==> src/rtl/fts_pkg.sv <==
// shared types and constants of the frame threshold statistics block
package fts_pkg;

	localparam int SKIP_PIXELS = 10;
	localparam int HISTORY_LEN = 1024;

	localparam int PIX_W    = 10;
	localparam int IDX_W    = 22;
	localparam int SIZE_W   = 23;
	localparam int SUM_W    = 32;
	localparam int MEAN_W   = 16;
	localparam int LOW_W    = 17;
	localparam int FILL_W   = 17;
	localparam int Z_W      = 16;
	localparam int SLOT_W   = 10;
	localparam int FNUM_W   = 31;
	localparam int MEAN_FRAC = 6;
	localparam int FILL_FRAC = 16;

	// divider operand widths: sum << 6 and count << 16 both fit in 38 bits
	localparam int DIVIDEND_W = SUM_W + MEAN_FRAC;
	localparam int DIVISOR_W  = SIZE_W;
	localparam int STEP_W     = $clog2(DIVIDEND_W + 1);

	localparam logic [SIZE_W-1:0] MAX_FRAME   = SIZE_W'(4194304);
	localparam logic [MEAN_W-1:0] PEAK_RESTART = MEAN_W'(100 << MEAN_FRAC);
	localparam logic [LOW_W-1:0]  LOW_RESTART  = LOW_W'(70000);

	localparam logic [PIX_W-1:0]  THRESH_RESET = PIX_W'(300);
	localparam logic [SIZE_W-1:0] FRAME_RESET  = SIZE_W'(3240000);

	// register index, from paddr[2]
	localparam logic REG_THRESHOLD = 1'b0;
	localparam logic REG_FRAME     = 1'b1;

	typedef struct packed {
		logic [15:0]        pixel_word;
		logic [FNUM_W-1:0]  frame_number;
		logic signed [Z_W-1:0] frame_z;
		logic               clear_peak;
	} pixel_t;

	typedef struct packed {
		logic [SIZE_W-1:0]  above_count;
		logic [FILL_W-1:0]  fill_fraction;
		logic [MEAN_W-1:0]  mean_above;
		logic [PIX_W-1:0]   frame_maximum;
		logic [MEAN_W-1:0]  peak_mean_out;
		logic [LOW_W-1:0]   low_mean_out;
		logic signed [Z_W-1:0] peak_z_out;
		logic [SLOT_W-1:0]  peak_slot;
		logic               new_peak;
	} stat_t;

	typedef struct packed {
		logic [IDX_W-1:0] count;
		logic [SUM_W-1:0] sum;
		logic [PIX_W-1:0] max;
	} acc_t;

	typedef struct packed {
		logic                  start;
		logic [DIVIDEND_W-1:0] dividend;
		logic [DIVISOR_W-1:0]  divisor;
	} div_ctrl_t;

	typedef struct packed {
		logic                  busy;
		logic                  done;
		logic [DIVIDEND_W-1:0] quotient;
	} div_stat_t;

endpackage

==> src/rtl/fts_divider.sv <==
// shared restoring divider, one quotient bit per cycle
module fts_divider (
	input  logic               clk,
	input  logic               arst_n,
	input  fts_pkg::div_ctrl_t ctrl,
	output fts_pkg::div_stat_t status
);
	localparam int N = fts_pkg::DIVIDEND_W;
	localparam int D = fts_pkg::DIVISOR_W;

	logic [D-1:0]                 rem_q;
	logic [N-1:0]                 quo_q;
	logic [D-1:0]                 dsr_q;
	logic [fts_pkg::STEP_W-1:0]   cnt_q;
	logic                         busy_q;
	logic                         done_q;
	logic [D:0]                   shifted;
	logic [D:0]                   diff;
	logic                         fits;

	// trial subtract of the divisor from the shifted remainder
	assign shifted = {rem_q, quo_q[N-1]};
	assign diff    = shifted - {1'b0, dsr_q};
	assign fits    = !diff[D];

	always_ff @(posedge clk or negedge arst_n) begin
		if (!arst_n) begin
			busy_q <= 1'b0;
			done_q <= 1'b0;
			cnt_q  <= '0;
		end else begin
			done_q <= 1'b0;
			if (ctrl.start) begin
				busy_q <= 1'b1;
				cnt_q  <= fts_pkg::STEP_W'(N);
			end else if (busy_q) begin
				cnt_q <= cnt_q - 1'b1;
				if (cnt_q == fts_pkg::STEP_W'(1)) begin
					busy_q <= 1'b0;
					done_q <= 1'b1;
				end
			end
		end
	end

	always_ff @(posedge clk) begin
		if (ctrl.start) begin
			rem_q <= '0;
			quo_q <= ctrl.dividend;
			dsr_q <= ctrl.divisor;
		end else if (busy_q) begin
			rem_q <= fits ? diff[D-1:0] : shifted[D-1:0];
			quo_q <= {quo_q[N-2:0], fits};
		end
	end

	assign status.busy     = busy_q;
	assign status.done     = done_q;
	assign status.quotient = quo_q;

endmodule

==> src/rtl/fts_accum.sv <==
// per-frame pixel index, above-threshold count and sum, and frame maximum
module fts_accum (
	input  logic                           clk,
	input  logic                           arst_n,
	input  logic                           take,
	input  logic [15:0]                    pixel_word,
	input  logic [fts_pkg::PIX_W-1:0]      threshold,
	input  logic [fts_pkg::IDX_W-1:0]      last_index,
	output logic                           frame_end,
	output fts_pkg::acc_t                  acc_next
);
	logic [fts_pkg::IDX_W-1:0] idx_q;
	fts_pkg::acc_t             acc_q;
	logic [fts_pkg::PIX_W-1:0] pix;
	logic                      counted;

	assign pix       = pixel_word[15:16-fts_pkg::PIX_W];
	assign counted   = idx_q >= fts_pkg::IDX_W'(fts_pkg::SKIP_PIXELS);
	assign frame_end = idx_q >= last_index;

	always_comb begin
		acc_next = acc_q;
		if (counted) begin
			if (pix > threshold) begin
				acc_next.count = acc_q.count + 1'b1;
				acc_next.sum   = acc_q.sum + fts_pkg::SUM_W'(pix);
			end
			if (pix > acc_q.max) begin
				acc_next.max = pix;
			end
		end
	end

	always_ff @(posedge clk or negedge arst_n) begin
		if (!arst_n) begin
			idx_q <= '0;
			acc_q <= '0;
		end else if (take) begin
			if (frame_end) begin
				idx_q <= '0;
				acc_q <= '0;
			end else begin
				idx_q <= idx_q + 1'b1;
				acc_q <= acc_next;
			end
		end
	end

endmodule

==> src/rtl/frame_threshold_statistics.sv <==
// top level: pixel intake, frame-end sequencer, peak tracking and register port
//
// Frame threshold statistics. Each pixel word carries a 10-bit pixel in bits
// 15..6; the first 10 pixels of a frame are skipped, the rest are compared
// with pixel_threshold (register 0, byte address 0): pixels strictly above it
// are counted and summed, and the largest pixel of the frame is kept. The
// frame length comes from frame_pixels (register 1, byte address 4), clamped
// to 1..4194304. On the frame's last pixel one stat word goes out with the
// count, the fill fraction count/size in Q0.16, the mean above threshold in
// Q10.6 (zero when nothing passed), the frame maximum, and the running peak
// and lowest positive means with the focus position and slot of the peak.
// clear_peak on any pixel restarts the peak at 100.0 and the low mean at code
// 70000. Timing: every pixel but a frame's last is taken back to back. The
// last pixel hands the frame to a sequencer that runs both divisions on one
// shared restoring divider, 38 quotient bits at one bit per cycle each, and
// pixel_ready stays low until the stat word is loaded into the output register
// (also while the previous stat word still waits to be taken). A stat
// word sits in an output register; pixels keep flowing while it waits.
module frame_threshold_statistics (
	input  logic                  clk,
	input  logic                  arst_n,
	// pixel channel
	input  logic                  pixel_valid,
	output logic                  pixel_ready,
	input  fts_pkg::pixel_t       pixel,
	// stat channel
	output logic                  stat_valid,
	input  logic                  stat_ready,
	output fts_pkg::stat_t        stat,
	// register port
	input  logic                  psel,
	input  logic                  penable,
	input  logic                  pwrite,
	input  logic [2:0]            paddr,
	input  logic [31:0]           pwdata,
	output logic [31:0]           prdata,
	output logic                  pready
);
	localparam logic [1:0] S_IDLE = 2'd0;
	localparam logic [1:0] S_MEAN = 2'd1;
	localparam logic [1:0] S_FILL = 2'd2;
	localparam logic [1:0] S_EMIT = 2'd3;

	logic [1:0] state_q;

	// configuration registers
	logic [fts_pkg::PIX_W-1:0]  thresh_q;
	logic [fts_pkg::SIZE_W-1:0] frame_q;
	logic                       cfg_write;

	// clamped frame size and last pixel position
	logic [fts_pkg::SIZE_W-1:0] frame_size;
	logic [fts_pkg::IDX_W-1:0]  last_index;

	// pixel intake
	logic          take;
	logic          frame_end;
	fts_pkg::acc_t acc_next;

	// frame snapshot held for the sequencer
	fts_pkg::acc_t                  snap_q;
	logic [fts_pkg::SIZE_W-1:0]     size_q;
	logic signed [fts_pkg::Z_W-1:0] z_q;
	logic [fts_pkg::SLOT_W-1:0]     slot_q;
	logic [fts_pkg::MEAN_W-1:0]     mean_q;
	logic [fts_pkg::FILL_W-1:0]     fill_q;

	// running peak tracking
	logic [fts_pkg::MEAN_W-1:0]     peak_mean_q;
	logic [fts_pkg::LOW_W-1:0]      low_mean_q;
	logic signed [fts_pkg::Z_W-1:0] peak_z_q;
	logic [fts_pkg::SLOT_W-1:0]     peak_slot_q;

	// shared divider
	fts_pkg::div_ctrl_t div_ctrl;
	fts_pkg::div_stat_t div_stat;

	// output register
	logic           stat_valid_q;
	fts_pkg::stat_t stat_q;
	logic           emit;
	logic           raise;
	logic           lower;

	// ---------------- register port ----------------
	assign pready    = 1'b1;
	assign cfg_write = psel && penable && pwrite && pready;

	always_ff @(posedge clk or negedge arst_n) begin
		if (!arst_n) begin
			thresh_q <= fts_pkg::THRESH_RESET;
			frame_q  <= fts_pkg::FRAME_RESET;
		end else if (cfg_write) begin
			unique case (paddr[2])
				fts_pkg::REG_THRESHOLD: thresh_q <= pwdata[fts_pkg::PIX_W-1:0];
				fts_pkg::REG_FRAME:     frame_q  <= pwdata[fts_pkg::SIZE_W-1:0];
				default: ;
			endcase
		end
	end

	always_comb begin
		unique case (paddr[2])
			fts_pkg::REG_THRESHOLD: prdata = 32'(thresh_q);
			fts_pkg::REG_FRAME:     prdata = 32'(frame_q);
			default:                prdata = '0;
		endcase
	end

	// zero reads as one pixel, oversize clamps to the largest frame
	always_comb begin
		if (frame_q == '0) begin
			frame_size = fts_pkg::SIZE_W'(1);
		end else if (frame_q > fts_pkg::MAX_FRAME) begin
			frame_size = fts_pkg::MAX_FRAME;
		end else begin
			frame_size = frame_q;
		end
	end
	assign last_index = fts_pkg::IDX_W'(frame_size - 1'b1);

	// ---------------- pixel intake ----------------
	assign pixel_ready = (state_q == S_IDLE);
	assign take        = pixel_valid && pixel_ready;

	fts_accum u_accum (
		.clk        (clk),
		.arst_n     (arst_n),
		.take       (take),
		.pixel_word (pixel.pixel_word),
		.threshold  (thresh_q),
		.last_index (last_index),
		.frame_end  (frame_end),
		.acc_next   (acc_next)
	);

	// ---------------- divider sharing ----------------
	// first pass: sum * 64 / count, second pass: count * 65536 / size
	always_comb begin
		div_ctrl.start    = (take && frame_end) || (state_q == S_MEAN && div_stat.done);
		div_ctrl.dividend = '0;
		div_ctrl.divisor  = '0;
		if (state_q == S_IDLE) begin
			div_ctrl.dividend = {acc_next.sum, fts_pkg::MEAN_FRAC'(0)};
			div_ctrl.divisor  = fts_pkg::DIVISOR_W'(acc_next.count);
		end else begin
			div_ctrl.dividend = fts_pkg::DIVIDEND_W'({snap_q.count,
				fts_pkg::FILL_FRAC'(0)});
			div_ctrl.divisor  = size_q;
		end
	end

	fts_divider u_divider (
		.clk    (clk),
		.arst_n (arst_n),
		.ctrl   (div_ctrl),
		.status (div_stat)
	);

	// ---------------- frame-end sequencer ----------------
	assign emit = (state_q == S_EMIT) && (!stat_valid_q || stat_ready);

	always_ff @(posedge clk or negedge arst_n) begin
		if (!arst_n) begin
			state_q <= S_IDLE;
		end else begin
			unique case (state_q)
				S_IDLE: if (take && frame_end) state_q <= S_MEAN;
				S_MEAN: if (div_stat.done) state_q <= S_FILL;
				S_FILL: if (div_stat.done) state_q <= S_EMIT;
				S_EMIT: if (emit) state_q <= S_IDLE;
				default: state_q <= S_IDLE;
			endcase
		end
	end

	// frame snapshot and division results
	always_ff @(posedge clk) begin
		if (take && frame_end) begin
			snap_q <= acc_next;
			size_q <= frame_size;
			z_q    <= pixel.frame_z;
			slot_q <= fts_pkg::SLOT_W'(pixel.frame_number % fts_pkg::HISTORY_LEN);
		end
		if (state_q == S_MEAN && div_stat.done) begin
			// no pixel above threshold gives a zero mean
			mean_q <= (snap_q.count == '0) ? '0 : div_stat.quotient[fts_pkg::MEAN_W-1:0];
		end
		if (state_q == S_FILL && div_stat.done) begin
			fill_q <= div_stat.quotient[fts_pkg::FILL_W-1:0];
		end
	end

	// ---------------- peak tracking ----------------
	assign raise = mean_q > peak_mean_q;
	assign lower = !raise && (fts_pkg::LOW_W'(mean_q) < low_mean_q) && (mean_q != '0);

	always_ff @(posedge clk or negedge arst_n) begin
		if (!arst_n) begin
			peak_mean_q <= '0;
			low_mean_q  <= '0;
			peak_z_q    <= '0;
			peak_slot_q <= '0;
		end else begin
			// restart lands before this frame's update, which runs later
			if (take && pixel.clear_peak) begin
				peak_mean_q <= fts_pkg::PEAK_RESTART;
				low_mean_q  <= fts_pkg::LOW_RESTART;
			end else if (emit) begin
				if (raise) begin
					peak_mean_q <= mean_q;
					peak_z_q    <= z_q;
					peak_slot_q <= slot_q;
				end else if (lower) begin
					low_mean_q <= fts_pkg::LOW_W'(mean_q);
				end
			end
		end
	end

	// ---------------- output register ----------------
	always_ff @(posedge clk or negedge arst_n) begin
		if (!arst_n) begin
			stat_valid_q <= 1'b0;
		end else if (emit) begin
			stat_valid_q <= 1'b1;
		end else if (stat_ready) begin
			stat_valid_q <= 1'b0;
		end
	end

	always_ff @(posedge clk) begin
		if (emit) begin
			stat_q.above_count   <= fts_pkg::SIZE_W'(snap_q.count);
			stat_q.fill_fraction <= fill_q;
			stat_q.mean_above    <= mean_q;
			stat_q.frame_maximum <= snap_q.max;
			stat_q.peak_mean_out <= raise ? mean_q : peak_mean_q;
			stat_q.low_mean_out  <= lower ? fts_pkg::LOW_W'(mean_q) : low_mean_q;
			stat_q.peak_z_out    <= raise ? z_q : peak_z_q;
			stat_q.peak_slot     <= raise ? slot_q : peak_slot_q;
			stat_q.new_peak      <= raise;
		end
	end

	assign stat_valid = stat_valid_q;
	assign stat       = stat_q;

`ifndef SYNTHESIS
	// the shared divider is only started when idle
	assert property (@(posedge clk) disable iff (!arst_n)
		div_ctrl.start |-> !div_stat.busy)
		else $error("divider started while busy");

	// a stat word only appears out of the emit step
	assert property (@(posedge clk) disable iff (!arst_n)
		$rose(stat_valid) |-> $past(state_q == S_EMIT))
		else $error("stat word raised outside emit");

	// a new peak carries the frame mean as the peak
	assert property (@(posedge clk) disable iff (!arst_n)
		(stat_valid && stat.new_peak) |-> (stat.peak_mean_out == stat.mean_above))
		else $error("new peak does not match frame mean");

	// a positive mean that is no peak never sits below the low mean
	assert property (@(posedge clk) disable iff (!arst_n)
		(stat_valid && !stat.new_peak && stat.mean_above != '0)
		|-> (stat.low_mean_out <= fts_pkg::LOW_W'(stat.mean_above)))
		else $error("low mean above a positive frame mean");
`endif

endmodule

==> config.mk <==
export PLATFORM = sky130hd
export DESIGN_NAME = frame_threshold_statistics
export DESIGN_NICKNAME = d
export VERILOG_FILES = /design/src/rtl/fts_pkg.sv /design/src/rtl/fts_divider.sv /design/src/rtl/fts_accum.sv /design/src/rtl/frame_threshold_statistics.sv
export SDC_FILE = /design/constraint.sdc
export NUM_CORES = 1
export LEC_CHECK = 0
export ABC_AREA = 1
export BUFFER_PORTS_ARGS = -buffer_cell sky130_fd_sc_hd__buf_2
export CAP_MARGIN = 20
export CELL_PAD_IN_SITES_DETAIL_PLACEMENT = 0
export CELL_PAD_IN_SITES_GLOBAL_PLACEMENT = 2
export CORE_ASPECT_RATIO = 1.5
export CORE_MARGIN = 1
export CORE_UTILIZATION = 33
export DETAILED_ROUTE_END_ITERATION = 8
export PLACE_DENSITY = 0.88
export SETUP_SLACK_MARGIN = 0.2
export SYNTH_ARGS = -nofsm -noshare
export SYNTH_HDL_FRONTEND = slang
export SYNTH_SLANG_ARGS = --single-unit
export TNS_END_PERCENT = 20
==> constraint.sdc <==
create_clock -name clk -period 5.2 [get_ports clk]
set_input_delay 0 -clock clk [delete_from_list [all_inputs] [get_ports clk]]
set_output_delay 0 -clock clk [all_outputs]
set_load 0.05 [all_outputs]
==> qor.csv, run 1 <==
stage,metric,value,unit
floorplanning,Die W,234,um
sta,Final Setup Violations,0,
synthesis,Yosys warning total,0,
synthesis,post-synthesis mux area share,0.127,%
critical_path,Slowest cell on crit path,dfstp_2,
detailed_routing,DRT iter0 DRCs,1067,
critical_path,startpoint class of the critical path,flip-flop,
clock_network,CTS tree,yes,
clock_network,TritonCTS buffer count,52,
sta,Sum Neg Setup Slack,0,ns
detailed_routing,routed len/inst,17.6,um
critical_path,crit-path leading delay family,simple AND/OR/NAND/NOR gates,
detailed_routing,ANT nets after route,0,
synthesis,post-synthesis xor/xnor area fraction,2.20,%
clock_network,clk_lat worst skew,0.64,ns
synthesis,Post-Syn Area,26700,um2
synthesis,register bit total from synthesis,512,
clock_network,clock-pin slew on the worst setup and hold paths,0.07,ns
synthesis,Post-Synth Simple-Gate Area,23.5,%
critical_path,Worst path most repeated cell,nand2_1,
synthesis,post-synthesis adder-cell area fraction,5.59,%
detailed_routing,drt pass-1 iters,9,
sta,Slew @ Worst Pin,0.969,ns
floorplanning,row cnt,127,
clock_network,CTS Sinks,512,
status,outcome,"complete, but fails checks",
critical_path,Critical Path RT,5.49,ns
critical_path,Critical Path End,u_divider.quo_q[19],
synthesis,Most used DFF post-synth,edfxtp_1,
power,leakage,14.5,nW
synthesis,post-synthesis compound-gate area fraction,7.38,%
power,total chip power,9.48,mW
flow_run,max cap viols,0,
critical_path,worst reg2reg path depth,24,
sta,RSZ-0062 raised after global routing,yes,
floorplanning,die area,82000,um2
synthesis,syn avg cell area,8.70,um2
detailed_routing,vias,21000,
finish,share of layout cells above drive strength 1,12.9,%
detailed_routing,Residual DRC,28,
finish,area delta synth->final,17.8,%
min_path,Hold Path Origin,pixel[54],
power,power per cell area,301,nW/um2
finish,Fill cells,8132,
synthesis,synth unique cells,55,
sta,period utilisation layout,87.7,%
detailed_routing,DR vias/cell,4.74,
critical_path,r2r startpoint,frame_q[6],
global_routing,pin count of the biggest net entering global routing,75,
synthesis,Cells after Synth,3066,
global_routing,vias in the first global route,20900,
floorplanning,die span in y,350,um
floorplanning,core area,79900,um2
clock_network,H-tree Lvls,2,
placed_design,pre-CTS setup slack,0.405,ns
min_path,HP Class,in -> reg,
synthesis,"top cells by area, synth","edfxtp_1 (34%), dfrtp_1 (17%), nand2_1 (13%)",
clock_network,root buf cell,clkbuf_16,
synthesis,Async SR Flop Fraction,36.9,%
critical_path,WP buf/inv,3,
synthesis,largest family of logic cells by synthesized area,simple AND/OR/NAND/NOR gates,
critical_path,CP Capture Type,flip-flop,
placed_design,RePlAce Congestion,0.870,
sta,min Tclk post-route,4.56,ns
critical_path,CP max FO,38,
global_routing,gr usage total,19.0,%
critical_path,Reg2Reg Setup Slack,0.64,ns
synthesis,post-synthesis sequential area ratio,53.3,%
critical_path,worst path cell trace,inv_1 -> nand4_1 -> nor2_1 -> nand3_1 -> nand2_1 -> nand2_2 -> ha_1 -> nand2_1 -> nor2_2 -> nand2_1 -> nand2_1 -> nand2_1 -> ha_1 -> nand2_1 -> nor2_1 -> nand2_1 -> nor2_1 -> nand2_1 -> nand4_2 -> nand2_2 -> nand2_2 -> nor2_2 -> inv_1 -> buf_6,
placed_design,I/O Buffers,217,
critical_path,crit path launch,frame_q[6],
placed_design,HPWL Detailed,58000,um
synthesis,Post-synth EDFFs,300,
clock_network,clk buf depth,3,
synthesis,Yosys top cell area share,33.8,%
sta,Slew headroom,35.2,%
power,VDD IR-drop max,0.227,mV
finish,fin util,39.3,%
sta,Fin. Hold Viols,0,
floorplanning,# IOs,267,
sta,Setup Skew,0.0375,ns
global_routing,grt total ovfl,0,
sta,Pins Over Slew Limit,0,
critical_path,critical path depth in cells,24,
global_routing,initial antenna violation count,1,
finish,Nets,3573,
critical_path,Crit Path Class,reg -> reg,
sta,Final WS setup,0.642,ns
synthesis,top cell type by total area after synthesis,edfxtp_1,
placed_design,"Cell Area, Placed",28900,um2
clock_network,Post-CTS Repair Setup Buffers,0,
finish,n_diodes,0,
finish,final instance area,31400,um2
floorplanning,Initial Util,33.4,%
global_routing,first-pass GRT wire length,120000,um
status,failing checks,design-rule violations,
critical_path,Crit path largest cell delay,0.59,ns
critical_path,reg-to-reg endpoint,u_divider.quo_q[19],
sta,fmax,219,MHz
critical_path,Worst Path Arrival,4.85,ns
detailed_routing,WL final,77700,um
## cells in the mapped netlist, types with 22 or more instances
| master | count |
|---|---|
| o21ai_1 | 29 |
| inv_1 | 410 |
| xnor2_1 | 22 |
| nand4_1 | 66 |
| nor3_1 | 38 |
| edfxtp_1 | 300 |
| dfrtp_1 | 178 |
| a21oi_1 | 92 |
| dfxtp_1 | 23 |
| nand3_1 | 148 |
| buf_2 | 35 |
| nand2_1 | 931 |
| o21ai_0 | 197 |
| xor2_1 | 32 |
| ha_1 | 116 |
| clkbuf_1 | 40 |
| nor2_1 | 198 |
## state kept, by name, summed over array words and instances, names as in the netlist, 2 cells and up
register	cells
stat	125
u_accum.acc_q	64
u_divider.quo_q	38
snap_q	32
frame_q	23
size_q	23
u_divider.dsr_q	23
u_divider.rem_q	23
u_accum.idx_q	22
fill_q	17
low_mean_q	17
mean_q	16
peak_mean_q	16
peak_z_q	16
z_q	16
peak_slot_q	10
slot_q	10
thresh_q	10
u_divider.cnt_q	6
state_q	2
## final cells by class
class	instances	area, um2	area share (%)
sequential	512	14200	45.2
timing repair buffer	321	2100	6.68
clock buffer	64	1400	4.44
inverter	425	1610	5.11
multi-input combinational	2037	10400	33.1
clock inverter	34	433	1.38
tap	1032	1290	4.11
## cell families (layout without fill, tap and decap cells)
group	Yosys count	count (layout)
compound gates	370	370
simple gates	1474	1474
other cells	2	11
mux	3	3
fa+ha+maj	118	118
flops	512	512
buf+inv	526	844
xor+xnor	61	61
## metrics by stage
stage,instances,hold WS (ns)
after global routing,4425,0.0701
after floorplan,3075,-0.296
after CTS,4425,0.00704
after global placement,4263,0.0873
after detailed placement,4263,0.0914
final,4425,0.0131
## per-layer routing
metal	vias to the layer above	global-route usage, %	part of all wire (%)
met3	132	2.12	3.7
met2	450	36.2	54
met5	-	0	0
met1	9847	21.5	40
li1	10500	-	-
met4	0	6.65	3.2
## tightest hold or removal path, cell delays in order
cell and delay [ns]:
buf_2 0.13, inv_1 0.13, o21ai_0 0.20, nand2_1 0.10, nand2_1 0.04
## placed cells by master, fill, tap and decap left out, types with 38 or more instances in the layout
cell type,netlist,final
nand2_1,931,931
inv_1,410,408
edfxtp_1,300,300
buf_2,35,216
nor2_1,198,197
o21ai_0,197,197
dfrtp_1,178,178
nand3_1,148,148
ha_1,116,115
a21oi_1,92,92
nand4_1,66,66
dlygate4sd3_1,0,63
clkbuf_16,0,52
nor3_1,38,38
## power by group
group          switching, mW  leakage, nW  internal [mW]
registers             0.0475         4.84           4.35
clock network           1.74        0.897           2.29
logic                  0.728         8.71          0.320
total                   2.52         14.5           6.96
## worst min-delay path by stage
stage | cells after the start | slack [ns] | to
global placement | 1 | 0.09 | u_accum.acc_q[3]
floorplan | 0 | -0.30 | frame_q[0]
CTS | 5 | 0.007 | u_accum.acc_q[0]
finish | 5 | 0.01 | u_accum.acc_q[0]
global route | 2 | 0.07 | z_q[6]
detailed placement | 1 | 0.09 | u_accum.acc_q[3]
## timing repair
item	CTS	global route
resized for setup	0	5
hold buffers	64	0
setup endpoints to repair	0	145
hold endpoints to repair	189	0
(Power assumes the default switching activity.)
==> run 2, diff against run 1 <==
--- a/config.mk
+++ b/config.mk
@@ -10,7 +10,7 @@
 export CAP_MARGIN = 20
 export CELL_PAD_IN_SITES_DETAIL_PLACEMENT = 0
 export CELL_PAD_IN_SITES_GLOBAL_PLACEMENT = 2
-export CORE_ASPECT_RATIO = 1.5
+export CORE_ASPECT_RATIO = 0.8
 export CORE_MARGIN = 1
 export CORE_UTILIZATION = 33
 export DETAILED_ROUTE_END_ITERATION = 8
==> qor.csv, run 2 (synthesized netlist as in run 1, its figures left out) <==
stage,metric,value,unit
status,outcome,finished clean,
finish,Non-Filler Instances,4427,
global_routing,pin count of the biggest net entering global routing,77,
sta,Setup Skew,0.0413,ns
critical_path,worst reg2reg path depth,24,
clock_network,H-tree Lvls,2,
placed_design,I/O Buffers,217,
power,leakage,14.4,nW
finish,max reg flops,125,
detailed_routing,ANT nets after route,0,
finish,Largest regs,"stat (125), u_accum.acc_q (64), u_divider.quo_q (38)",
finish,share of layout cells above drive strength 1,12.6,%
floorplanning,row cnt,92,
critical_path,Critical Path RT,5.46,ns
finish,Largest Register,stat,
floorplanning,die area,82000,um2
min_path,HP Class,in -> reg,
detailed_routing,Residual DRC,0,
critical_path,crit path launch,frame_q[6],
min_path,WHS Endpoint,z_q[13],
global_routing,initial antenna violation count,2,
critical_path,CP max FO,38,
placed_design,placed cells,4256,
min_path,Worst Hold Path Cells,2,
critical_path,r2r startpoint,frame_q[6],
min_path,Hold Path Origin,pixel[14],
floorplanning,core area,79400,um2
clock_network,clock-pin slew on the worst setup and hold paths,0.06,ns
detailed_routing,vias,20900,
critical_path,Reg2Reg Setup Slack,0.53,ns
global_routing,vias in the first global route,20100,
critical_path,CP Capture Type,flip-flop,
floorplanning,Initial Util,33.6,%
clock_network,root buf cell,clkbuf_16,
sta,Fin. Hold Viols,0,
finish,final instance area,31500,um2
placed_design,HPWL Detailed,54100,um
placed_design,"Cell Area, Placed",28900,um2
sta,Slew headroom,30.1,%
finish,"commonest non-fill, non-tap cell in the layout",nand2_1,
floorplanning,# IOs,267,
detailed_routing,WL final,75700,um
sta,fmax,214,MHz
clock_network,Post-CTS Repair Setup Buffers,0,
finish,"commonest non-fill, non-tap cells in the layout","nand2_1 (931), inv_1 (408), edfxtp_1 (300), buf_2 (216)",
global_routing,gr usage total,18.4,%
clock_network,TritonCTS buffer count,55,
sta,Final Hold Slack,0.0572,ns
sta,RSZ-0062 raised after global routing,yes,
sta,Pins Over Slew Limit,0,
finish,n_diodes,0,
floorplanning,die span in y,256,um
detailed_routing,drt pass-1 iters,5,
critical_path,startpoint class of the critical path,flip-flop,
finish,Fill cells,8054,
finish,area delta synth->final,17.9,%
critical_path,reg-to-reg endpoint,u_divider.quo_q[34],
critical_path,Crit Path Class,reg -> reg,
sta,Final Setup Violations,0,
power,VDD IR-drop max,0.261,mV
clock_network,clk buf depth,3,
detailed_routing,DR vias/cell,4.73,
sta,min Tclk post-route,4.67,ns
flow_run,max cap viols,0,
placed_design,RePlAce Congestion,0.859,
clock_network,CTS tree,yes,
clock_network,CTS Sinks,512,
detailed_routing,routed len/inst,17.1,um
global_routing,first-pass GRT wire length,118000,um
floorplanning,Die W,320,um
detailed_routing,DRT iter0 DRCs,1411,
sta,Sum Neg Setup Slack,0,ns
clock_network,clk_lat worst skew,0.65,ns
power,power per cell area,303,nW/um2
finish,Nets,3570,
sta,Slew @ Worst Pin,1.05,ns
global_routing,grt total ovfl,0,
sta,period utilisation layout,89.9,%
critical_path,Worst Path Arrival,4.93,ns
run 2: what timing repair did:
| action | CTS | global route |
|---|---|---|
| hold buffers | 66 | 0 |
| hold endpoints to repair | 241 | 0 |
| endpoints found under the setup margin | 0 | 81 |
| resized for setup | 0 | 3 |
run 2: where the power goes:
group	switching, mW	internal, mW
clock network	1.78	2.33
registers	0.0496	4.35
logic	0.711	0.316
total	2.54	6.99
run 2: stage by stage:
step	utilization [%]	total power, mW	setup slack [ns]
after floorplan	-	5.15	0.231
after global placement	36.4	5.47	0.563
after detailed placement	36.4	5.47	0.513
after CTS	39.6	9.66	0.512
after global routing	39.6	9.92	0.134
final	39.6	9.54	0.525
run 2: how the worst max path moves through the flow:
stage                               end  slack [ns]  depth (start not counted)
floorplan                     size_q[0]        0.23                         25
global placement     u_divider.quo_q[8]        0.56                         24
detailed placement   u_divider.quo_q[7]        0.51                         24
CTS                  u_divider.quo_q[7]        0.51                         24
global route        u_divider.quo_q[33]        0.13                         24
finish              u_divider.quo_q[34]        0.53                         24
run 2: worst max-delay path: stages, from the launching register on:
cell and delay, ns:
dfstp_2 0.61, inv_1 0.09, nand4_1 0.09, nor2_1 0.05
nand3_1 0.06, nand2_1 0.29, buf_4 0.31, o21ai_0 0.17
nand2_1 0.16, nor2_1 0.20, nand2_1 0.08, nand2_1 0.07
nand2_1 0.07, ha_1 0.30, nand2_1 0.07, nor2_1 0.13
nand2_1 0.09, nor2_1 0.10, nand2_1 0.07, nand4_2 0.18
nand2_2 0.15, nand2_2 0.35, nor2_2 0.07, inv_1 0.06
buf_4 0.46
run 2: area by class of cell:
cell class,instances,area [um2],area share [%]
inverters,425,1600,5.10
repair buffers,315,2070,6.59
flip-flops and latches,512,14200,45.2
well taps,1034,1290,4.11
clock buffers,62,1410,4.49
multi-input cells,2037,10400,33.1
clock inverters,42,467,1.48
run 2: layer usage:
metal	global-route usage, %	up-vias	share of wire, %
met4	3.76	2	1.5
met1	27.1	9849	49
met3	3.01	78	5.3
li1	-	10600	-
met5	0	-	0.016
met2	28.4	452	44
